## config.mk

```make
export PLATFORM = sky130hd
export DESIGN_NAME = http_response_dechunker
export DESIGN_NICKNAME = d
export VERILOG_FILES = /design/src/sv/hrd_pkg.sv /design/src/sv/hrd_core.sv /design/src/sv/http_response_dechunker.sv
export SDC_FILE = /design/constraint.sdc
export NUM_CORES = 1
export LEC_CHECK = 0
export BUFFER_PORTS_ARGS = -buffer_cell sky130_fd_sc_hd__buf_2
export CAP_MARGIN = 30
export CORE_MARGIN = 2
export CORE_UTILIZATION = 35
export CTS_CLUSTER_DIAMETER = 80
export CTS_CLUSTER_SIZE = 40
export DETAILED_ROUTE_END_ITERATION = 10
export MAX_ROUTING_LAYER = met4
export SYNTH_ARGS = -nofsm -noshare
export SYNTH_HDL_FRONTEND = slang
export SYNTH_SLANG_ARGS = --single-unit
```

## constraint.sdc

```tcl
create_clock -name i_clk -period 4.5 [get_ports i_clk]
set_input_delay 0.9 -clock i_clk [delete_from_list [all_inputs] [get_ports i_clk]]
set_output_delay 0.9 -clock i_clk [all_outputs]
set_load 0.05 [all_outputs]
```

## src/sv/hrd_pkg.sv

```systemverilog
// ----------------------------------------------------------------------------
// HTTP response dechunker package
// Shared constants, state codes, result type and byte classifiers.
// ----------------------------------------------------------------------------
`default_nettype none

package hrd_pkg;

    localparam int CHUNK_SIZE_BITS = 28;
    localparam int HDR_CNT_BITS    = 15;

    localparam logic [HDR_CNT_BITS-1:0] HEADER_LIMIT_RESET = 15'd10240;

    localparam logic [7:0] CHAR_CR = 8'd13;
    localparam logic [7:0] CHAR_LF = 8'd10;

    localparam logic REQ_BYTE  = 1'b0;
    localparam logic REQ_CLOSE = 1'b1;

    // Response phase, one-hot.
    typedef enum logic [3:0] {
        PH_HEADER     = 4'b0001,
        PH_BODY_FIRST = 4'b0010,
        PH_BODY       = 4'b0100,
        PH_OVERFLOW   = 4'b1000
    } t_phase;

    // Chunk parser phase, one-hot.
    typedef enum logic [3:0] {
        CK_SKIP  = 4'b0001,
        CK_RUN   = 4'b0010,
        CK_SKIP2 = 4'b0100,
        CK_COPY  = 4'b1000
    } t_chunk;

    typedef enum logic [1:0] {
        KIND_HEADER   = 2'd0,
        KIND_BODY     = 2'd1,
        KIND_END      = 2'd2,
        KIND_OVERFLOW = 2'd3
    } t_kind;

    typedef struct packed {
        logic       valid;
        t_kind      kind;
        logic [7:0] data;
        logic       last;
    } t_result;

    function automatic logic is_alnum(input logic [7:0] b);
        logic res;
        res = ((b >= 8'h30) && (b <= 8'h39)) || ((b >= 8'h41) && (b <= 8'h5A)) ||
              ((b >= 8'h61) && (b <= 8'h7A));
        return res;
    endfunction

    // Hex digit value, or 16 when the byte is not a hex digit.
    function automatic logic [4:0] hex_value(input logic [7:0] b);
        logic [7:0] v;
        v = 8'd16;
        if ((b >= 8'h30) && (b <= 8'h39)) begin
            v = b - 8'h30;
        end else if ((b >= 8'h61) && (b <= 8'h66)) begin
            v = b - 8'h57;
        end else if ((b >= 8'h41) && (b <= 8'h46)) begin
            v = b - 8'h37;
        end
        return v[4:0];
    endfunction

    function automatic logic [7:0] terminator_char(input logic [1:0] idx);
        logic [7:0] c;
        c = idx[0] ? CHAR_LF : CHAR_CR;
        return c;
    endfunction

endpackage

`default_nettype wire

```

## src/sv/hrd_core.sv

```systemverilog
// ----------------------------------------------------------------------------
// HTTP response dechunker core
// Per-response state and the combinational decode of one request.
// ----------------------------------------------------------------------------
`default_nettype none

module hrd_core (
    input  wire logic                             i_clk,
    input  wire logic                             i_rst_n,
    input  wire logic                             i_step,
    input  wire logic                             i_req_type,
    input  wire logic [7:0]                       i_data_byte,
    input  wire logic                             i_chunked_body,
    input  wire logic [hrd_pkg::HDR_CNT_BITS-1:0] i_header_limit,
    output hrd_pkg::t_result                      o_result
);

    localparam int W = hrd_pkg::CHUNK_SIZE_BITS;

    hrd_pkg::t_phase                   r_phase,    n_phase;
    hrd_pkg::t_chunk                   r_chunk,    n_chunk;
    logic [1:0]                        r_matched,  n_matched;
    logic [hrd_pkg::HDR_CNT_BITS-1:0]  r_seen,     n_seen;
    logic [W-1:0]                      r_len,      n_len;
    logic                              r_stopped,  n_stopped;
    logic                              r_latched,  n_latched;
    logic                              r_ended,    n_ended;
    hrd_pkg::t_result                  res;

    logic       alnum;
    logic [4:0] hv;
    logic       hex_ok;
    logic [W-1:0] len_dec;

    assign alnum   = hrd_pkg::is_alnum(i_data_byte);
    assign hv      = hrd_pkg::hex_value(i_data_byte);
    assign hex_ok  = !hv[4];
    assign len_dec = r_len - W'(1);

    always_comb begin
        n_phase   = r_phase;
        n_chunk   = r_chunk;
        n_matched = r_matched;
        n_seen    = r_seen;
        n_len     = r_len;
        n_stopped = r_stopped;
        n_latched = r_latched;
        n_ended   = r_ended;
        res.valid = 1'b0;
        res.kind  = hrd_pkg::KIND_HEADER;
        res.data  = 8'd0;
        res.last  = 1'b0;

        if (i_req_type == hrd_pkg::REQ_CLOSE) begin
            if (((r_phase == hrd_pkg::PH_BODY_FIRST) || (r_phase == hrd_pkg::PH_BODY)) &&
                !r_ended) begin
                res.valid = 1'b1;
                res.kind  = hrd_pkg::KIND_END;
            end
            n_phase   = hrd_pkg::PH_HEADER;
            n_chunk   = hrd_pkg::CK_SKIP;
            n_matched = 2'd0;
            n_seen    = '0;
            n_len     = '0;
            n_stopped = 1'b0;
            n_latched = 1'b0;
            n_ended   = 1'b0;
        end else begin
            case (r_phase)
                hrd_pkg::PH_HEADER: begin
                    res.valid = 1'b1;
                    if (r_seen >= i_header_limit) begin
                        n_phase  = hrd_pkg::PH_OVERFLOW;
                        res.kind = hrd_pkg::KIND_OVERFLOW;
                    end else begin
                        n_seen   = r_seen + 1'b1;
                        res.kind = hrd_pkg::KIND_HEADER;
                        res.data = i_data_byte;
                        if (i_data_byte == hrd_pkg::terminator_char(r_matched)) begin
                            if (r_matched == 2'd3) begin
                                n_matched = 2'd0;
                                n_phase   = hrd_pkg::PH_BODY_FIRST;
                                res.last  = 1'b1;
                            end else begin
                                n_matched = r_matched + 2'd1;
                            end
                        end else begin
                            // A broken match may still start a new terminator.
                            n_matched = (i_data_byte == hrd_pkg::CHAR_CR) ? 2'd1 : 2'd0;
                        end
                    end
                end
                hrd_pkg::PH_BODY_FIRST, hrd_pkg::PH_BODY: begin
                    n_phase = hrd_pkg::PH_BODY;
                    if (r_phase == hrd_pkg::PH_BODY_FIRST) begin
                        n_latched = i_chunked_body;
                    end
                    if (!r_ended) begin
                        if (!n_latched) begin
                            res.valid = 1'b1;
                            res.kind  = hrd_pkg::KIND_BODY;
                            res.data  = i_data_byte;
                        end else begin
                            case (r_chunk)
                                hrd_pkg::CK_SKIP: begin
                                    if (alnum) begin
                                        n_chunk   = hrd_pkg::CK_RUN;
                                        n_len     = hex_ok ? W'(hv[3:0]) : '0;
                                        n_stopped = !hex_ok;
                                    end
                                end
                                hrd_pkg::CK_RUN: begin
                                    if (alnum) begin
                                        if (!r_stopped) begin
                                            if (hex_ok) begin
                                                n_len = {r_len[W-5:0], hv[3:0]};
                                            end else begin
                                                n_stopped = 1'b1;
                                            end
                                        end
                                    end else if (r_len == '0) begin
                                        n_ended   = 1'b1;
                                        n_chunk   = hrd_pkg::CK_SKIP;
                                        res.valid = 1'b1;
                                        res.kind  = hrd_pkg::KIND_END;
                                    end else begin
                                        n_chunk = hrd_pkg::CK_SKIP2;
                                    end
                                end
                                hrd_pkg::CK_SKIP2: begin
                                    n_chunk = hrd_pkg::CK_COPY;
                                end
                                hrd_pkg::CK_COPY: begin
                                    n_len     = len_dec;
                                    if (len_dec == '0) begin
                                        n_chunk = hrd_pkg::CK_SKIP;
                                    end
                                    res.valid = 1'b1;
                                    res.kind  = hrd_pkg::KIND_BODY;
                                    res.data  = i_data_byte;
                                end
                                default: begin
                                    n_chunk = hrd_pkg::CK_SKIP;
                                end
                            endcase
                        end
                    end
                end
                hrd_pkg::PH_OVERFLOW: begin
                    n_phase = hrd_pkg::PH_OVERFLOW;
                end
                default: begin
                    n_phase = hrd_pkg::PH_HEADER;
                end
            endcase
        end
    end

    assign o_result = res;

    always_ff @(posedge i_clk) begin
        if (!i_rst_n) begin
            r_phase   <= hrd_pkg::PH_HEADER;
            r_chunk   <= hrd_pkg::CK_SKIP;
            r_matched <= 2'd0;
            r_seen    <= '0;
            r_len     <= '0;
            r_stopped <= 1'b0;
            r_latched <= 1'b0;
            r_ended   <= 1'b0;
        end else if (i_step) begin
            r_phase   <= n_phase;
            r_chunk   <= n_chunk;
            r_matched <= n_matched;
            r_seen    <= n_seen;
            r_len     <= n_len;
            r_stopped <= n_stopped;
            r_latched <= n_latched;
            r_ended   <= n_ended;
        end
    end

endmodule

`default_nettype wire

```

## src/sv/http_response_dechunker.sv

```systemverilog
// ----------------------------------------------------------------------------
// HTTP response dechunker
// Splits a response stream into header bytes and decoded body payload.
// ----------------------------------------------------------------------------
// Usage: each request on the input channel (i_in_valid / o_in_stall) is one
// received byte or a connection close. The output channel (o_out_valid /
// i_out_stall) carries zero or one result per request: a header byte, a body
// byte, a body end or a header overflow, in request order.
// A request lands in the input register when it is accepted, and its result
// is written to the output register when the decoder steps it. Throughput is
// one request per cycle while the receiver does not stall; the per-response
// state updates in a single pass of the decoder between the two registers.
// When the receiver stalls with a result waiting, the input register still
// fills, and o_in_stall rises only once both registers hold work.
// Reset clears both registers and all per-response state, and loads the
// header limit with 10240. The limit is written through i_cfg_we; the user
// must write it only while the block is idle; the block does not enforce it.
// ----------------------------------------------------------------------------
`default_nettype none

module http_response_dechunker (
    input  wire logic                             i_clk,
    input  wire logic                             i_rst_n,
    input  wire logic                             i_cfg_we,
    input  wire logic [hrd_pkg::HDR_CNT_BITS-1:0] i_cfg_data,
    input  wire logic                             i_in_valid,
    output      logic                             o_in_stall,
    input  wire logic                             i_req_type,
    input  wire logic [7:0]                       i_data_byte,
    input  wire logic                             i_chunked_body,
    output      logic                             o_out_valid,
    input  wire logic                             i_out_stall,
    output      logic [1:0]                       o_out_kind,
    output      logic [7:0]                       o_out_byte,
    output      logic                             o_is_last
);

    logic [hrd_pkg::HDR_CNT_BITS-1:0] r_header_limit;

    logic       r_in_valid;
    logic       r_req_type;
    logic [7:0] r_data_byte;
    logic       r_chunked_body;

    logic       r_out_valid;
    logic [1:0] r_out_kind;
    logic [7:0] r_out_byte;
    logic       r_is_last;

    logic             out_free;
    logic             step;
    hrd_pkg::t_result result;

    assign out_free   = !r_out_valid || !i_out_stall;
    assign step       = r_in_valid && out_free;
    assign o_in_stall = r_in_valid && !out_free;

    hrd_core u_core (
        .i_clk          (i_clk),
        .i_rst_n        (i_rst_n),
        .i_step         (step),
        .i_req_type     (r_req_type),
        .i_data_byte    (r_data_byte),
        .i_chunked_body (r_chunked_body),
        .i_header_limit (r_header_limit),
        .o_result       (result)
    );

    always_ff @(posedge i_clk) begin
        if (!i_rst_n) begin
            r_header_limit <= hrd_pkg::HEADER_LIMIT_RESET;
        end else if (i_cfg_we) begin
            r_header_limit <= i_cfg_data;
        end
    end

    always_ff @(posedge i_clk) begin
        if (!i_rst_n) begin
            r_in_valid <= 1'b0;
        end else if (!o_in_stall) begin
            r_in_valid <= i_in_valid;
        end
    end

    always_ff @(posedge i_clk) begin
        if (i_in_valid && !o_in_stall) begin
            r_req_type     <= i_req_type;
            r_data_byte    <= i_data_byte;
            r_chunked_body <= i_chunked_body;
        end
    end

    always_ff @(posedge i_clk) begin
        if (!i_rst_n) begin
            r_out_valid <= 1'b0;
        end else if (out_free) begin
            r_out_valid <= step && result.valid;
        end
    end

    always_ff @(posedge i_clk) begin
        if (step && result.valid) begin
            r_out_kind <= result.kind;
            r_out_byte <= result.data;
            r_is_last  <= result.last;
        end
    end

    assign o_out_valid = r_out_valid;
    assign o_out_kind  = r_out_kind;
    assign o_out_byte  = r_out_byte;
    assign o_is_last   = r_is_last;

`ifndef SYNTHESIS
    a_last_on_header: assert property (@(posedge i_clk) disable iff (!i_rst_n)
        (o_out_valid && o_is_last) |-> (o_out_kind == hrd_pkg::KIND_HEADER))
        else $error("last marker on a result that is not a header byte");

    a_no_byte_on_marks: assert property (@(posedge i_clk) disable iff (!i_rst_n)
        (o_out_valid && ((o_out_kind == hrd_pkg::KIND_END) ||
                         (o_out_kind == hrd_pkg::KIND_OVERFLOW)))
        |-> (o_out_byte == 8'd0))
        else $error("end or overflow result carries a byte");

    a_stall_only_when_full: assert property (@(posedge i_clk) disable iff (!i_rst_n)
        o_in_stall |-> (r_in_valid && r_out_valid && i_out_stall))
        else $error("input stalled while the pipeline can move");

    a_held_request_processed: assert property (@(posedge i_clk) disable iff (!i_rst_n)
        (r_in_valid && o_in_stall) |=> r_in_valid)
        else $error("stalled request lost from the input register");

    a_reset_empties_output: assert property (@(posedge i_clk)
        !i_rst_n |=> !o_out_valid)
        else $error("result valid right after reset");
`endif

endmodule

`default_nettype wire

```

==> results.cfg <==
[synth]
async_reset_ff_frac = 0
ys_warn_count = 0
synth_edf_count = 21
synth_area_mm2 = 0.00590
ys_ff_latch = 94
ys_types = 75
synthesis.nets = 753
syn_inst = 700
yosysSeqAreaShare = 0.355
synthFlopType = dfxtp_1
post_synth.cell_area_avg_um2 = 8.43

[grt]
grt_max_degree = 61
grt_pass1_wl_um = 23400
grt_pass1_vias = 4762
use_met1 = 0.210
busiest_layer = met2
gr-total-overflow = 0
grt_util_met3 = 0.0378
track_usage = 0.165
antenna_found_initial = 0
grtUsageMet2 = 0.264

[sta]
fin_crit_ps = 3210
fmax_mhz = 311
rsz0062_at_grt = false
tns_ps = 0
finalCritPeriodShare = 0.714
drv_slew = 0
fin_worst_skew_ps = 7.46
relSlewSlack = 0.414
setup_viol = 0
hold_viol_final = 0
setup_ws_ps = 1290
worst_pin_slew_ps = 877

[detailed_routing]
vias = 5040
wl_um = 13900
firstDrtPassIters = 4
antenna_left = 0
routedWlPerCell_um = 14.6
vias_per_cell = 5.33
drc = 0
drtIter0Drc = 332

[floorplanning]
ios = 43
die-area_mm2 = 0.0179
core_mm2 = 0.0165
die_h_um = 134
fp.dieW_um = 134
rows = 47
initial_core_util = 0.357

[job]
cap_violations = 0

[clock_network]
cts_resized = 0
cts_sinks = 94
cts_buffers = 9
hold_buffers = 0
ctsHtreeMaxLevel = 3
post_cts.repair.setup_buffers = 0
cts_tree = done
cts_buffer_depth = 2
clkTransAtPathRegs_ps = 70
cts-root-buf = clkbuf_16
clkLatencyLatePin_ps = 350

[finish]
nets = 774
final_cell_mix = nand2_1 (75), dfxtp_1 (73), nor2_1 (59), buf_2 (42), o21ai_0 (40)
layout_commonest_cell = nand2_1
instances_no_fill = 946
syn2layout_area_growth_pct = 10.5
antenna_cells = 0
drive_above_1_share = 0.116

[hold_path]
hold_end = u_core.r_matched[1]
hp-start = u_core.r_matched[1]
hp-class = reg -> reg
holdPathStages = 2

[worst_setup_path]
cp.required_ps = 4550
startpoint_type = register
critPathKind = reg -> reg
ff2ff_setup_slack_ps = 1290
critPathCaptureType = register
r2r_cells = 9
cp_max_fo = 11
startpoint = u_core.r_len[0]
arrival_ps = 3270
rr_endpoint = o_out_byte[1]
r2r_start = u_core.r_len[0]

[pwr]
p_switching_w = 0.000514
intPower_w = 0.00136
power.density_mw_per_mm2 = 287
seq_power_share = 0.487
pwr-share-clk = 0.380
combPwrFrac = 0.133
irDropWorstVdd_uv = 186
leakage_nw = 2.51
p_sw_frac = 0.275

[placement]
dp.cells = 930
io_buffers = 42
place.gp.congestion = 0.860
place_ws_ps = 1310
dp_hpwl_um = 9540

[outcome]
status = complete, no violations
## layout make-up
type	count	area (um^2)
Clock inverter	6	37.5
Multi-Input combinational cell	538	3510
Timing Repair Buffer	49	263
Clock buffer	10	229
Fill cell	1681	10000
Tap cell	220	275
Sequential cell	94	2090
Inverter	29	109
## power groups by stage
stage | clock [W] | combinational [W] | sequential [W]
after global placement | 0 | 0.000249 | 0.000929
after global routing | 0.000767 | 0.000279 | 0.000914
after detailed placement | 0 | 0.000249 | 0.000929
after CTS | 0.000737 | 0.000250 | 0.000910
after floorplan | 0 | 0.000186 | 0.000931
final | 0.000711 | 0.000249 | 0.000910
## cells in the mapped netlist (all sizes together) (9+ instances only)
| cell type | n | area share |
|---|---|---|
| nor3b | 14 | 0.020 |
| nand2b | 10 | 0.011 |
| nor4 | 9 | 0.015 |
| a21oi | 38 | 0.033 |
| nor3 | 19 | 0.017 |
| o21ai | 41 | 0.035 |
| nor2 | 59 | 0.038 |
| ha | 23 | 0.049 |
| nand2 | 75 | 0.048 |
| clkbuf | 23 | 0.015 |
| xnor2 | 11 | 0.016 |
| dfxtp | 73 | 0.25 |
| inv | 29 | 0.018 |
| mux2i | 23 | 0.039 |
| edfxtp | 21 | 0.11 |
| a21boi | 22 | 0.028 |
| and2 | 19 | 0.020 |
| or4 | 10 | 0.013 |
| buf | 16 | 0.017 |
| o31ai | 16 | 0.020 |
| and3 | 10 | 0.011 |
| or3 | 9 | 0.0095 |
| nand3 | 13 | 0.013 |
| nor2b | 19 | 0.020 |
## cell families after synthesis
| family | after synthesis | synth area share |
|---|---|---|
| AND/OR/NAND/NOR | 291 | 0.267 |
| XOR/XNOR | 17 | 0.0252 |
| flip-flops | 94 | 0.355 |
| adder cells (fa/ha/maj) | 23 | 0.0488 |
| AO/OA/AOI/OAI | 183 | 0.212 |
| buffers and inverters | 68 | 0.0511 |
| multiplexers | 24 | 0.0416 |
## flip-flops by register name, summed over array words and instances (netlist names)
register / cells
u_core.r_len: 28
r_header_limit: 15
u_core.r_seen: 15
o_out_byte: 8
r_data_byte: 8
u_core.r_chunk: 4
u_core.r_phase: 4
o_out_kind: 2
u_core.r_matched: 2
o_is_last: 1
o_out_valid: 1
r_chunked_body: 1
r_in_valid: 1
r_req_type: 1
u_core.r_ended: 1
u_core.r_latched: 1
u_core.r_stopped: 1
## routing by layer
metal,part of all wire,wire [um]
met3,0.036,504
met2,0.48,6620
met1,0.47,6540
met5,0,0
met4,0.014,189
## worst max-delay path, cell delays in order (launching register included)
cell and delay (ps):
dfxtp_1 390, inv_1 90, ha_1 170, nor3b_2 420, nand2_1 320, nor4_1 760, and3_1 280, o21ai_0 110
a31oi_1 160, buf_4 220
## how the worst max path moves through the flow
stage	to	slack [ps]	cells after the start
after global placement	o_out_byte[4]	1330	9
final	o_out_byte[1]	1290	9
after CTS	o_out_byte[1]	1290	9
after detailed placement	o_out_byte[4]	1310	9
after floorplan	o_is_last	1580	9
after global routing	o_out_byte[5]	1030	9
## per-stage QoR
step | hold WS [ps] | util | total power [W] | cell area [um^2]
after global routing | 496 | 0.394 | 0.00196 | 6520
after detailed placement | 455 | 0.378 | 0.00118 | 6250
final | 472 | 0.394 | 0.00187 | 6520
after floorplan | 437 | - | 0.00112 | 5900
after CTS | 469 | 0.394 | 0.00190 | 6520
after global placement | 453 | 0.378 | 0.00118 | 6250
(Power assumes the default switching activity.)
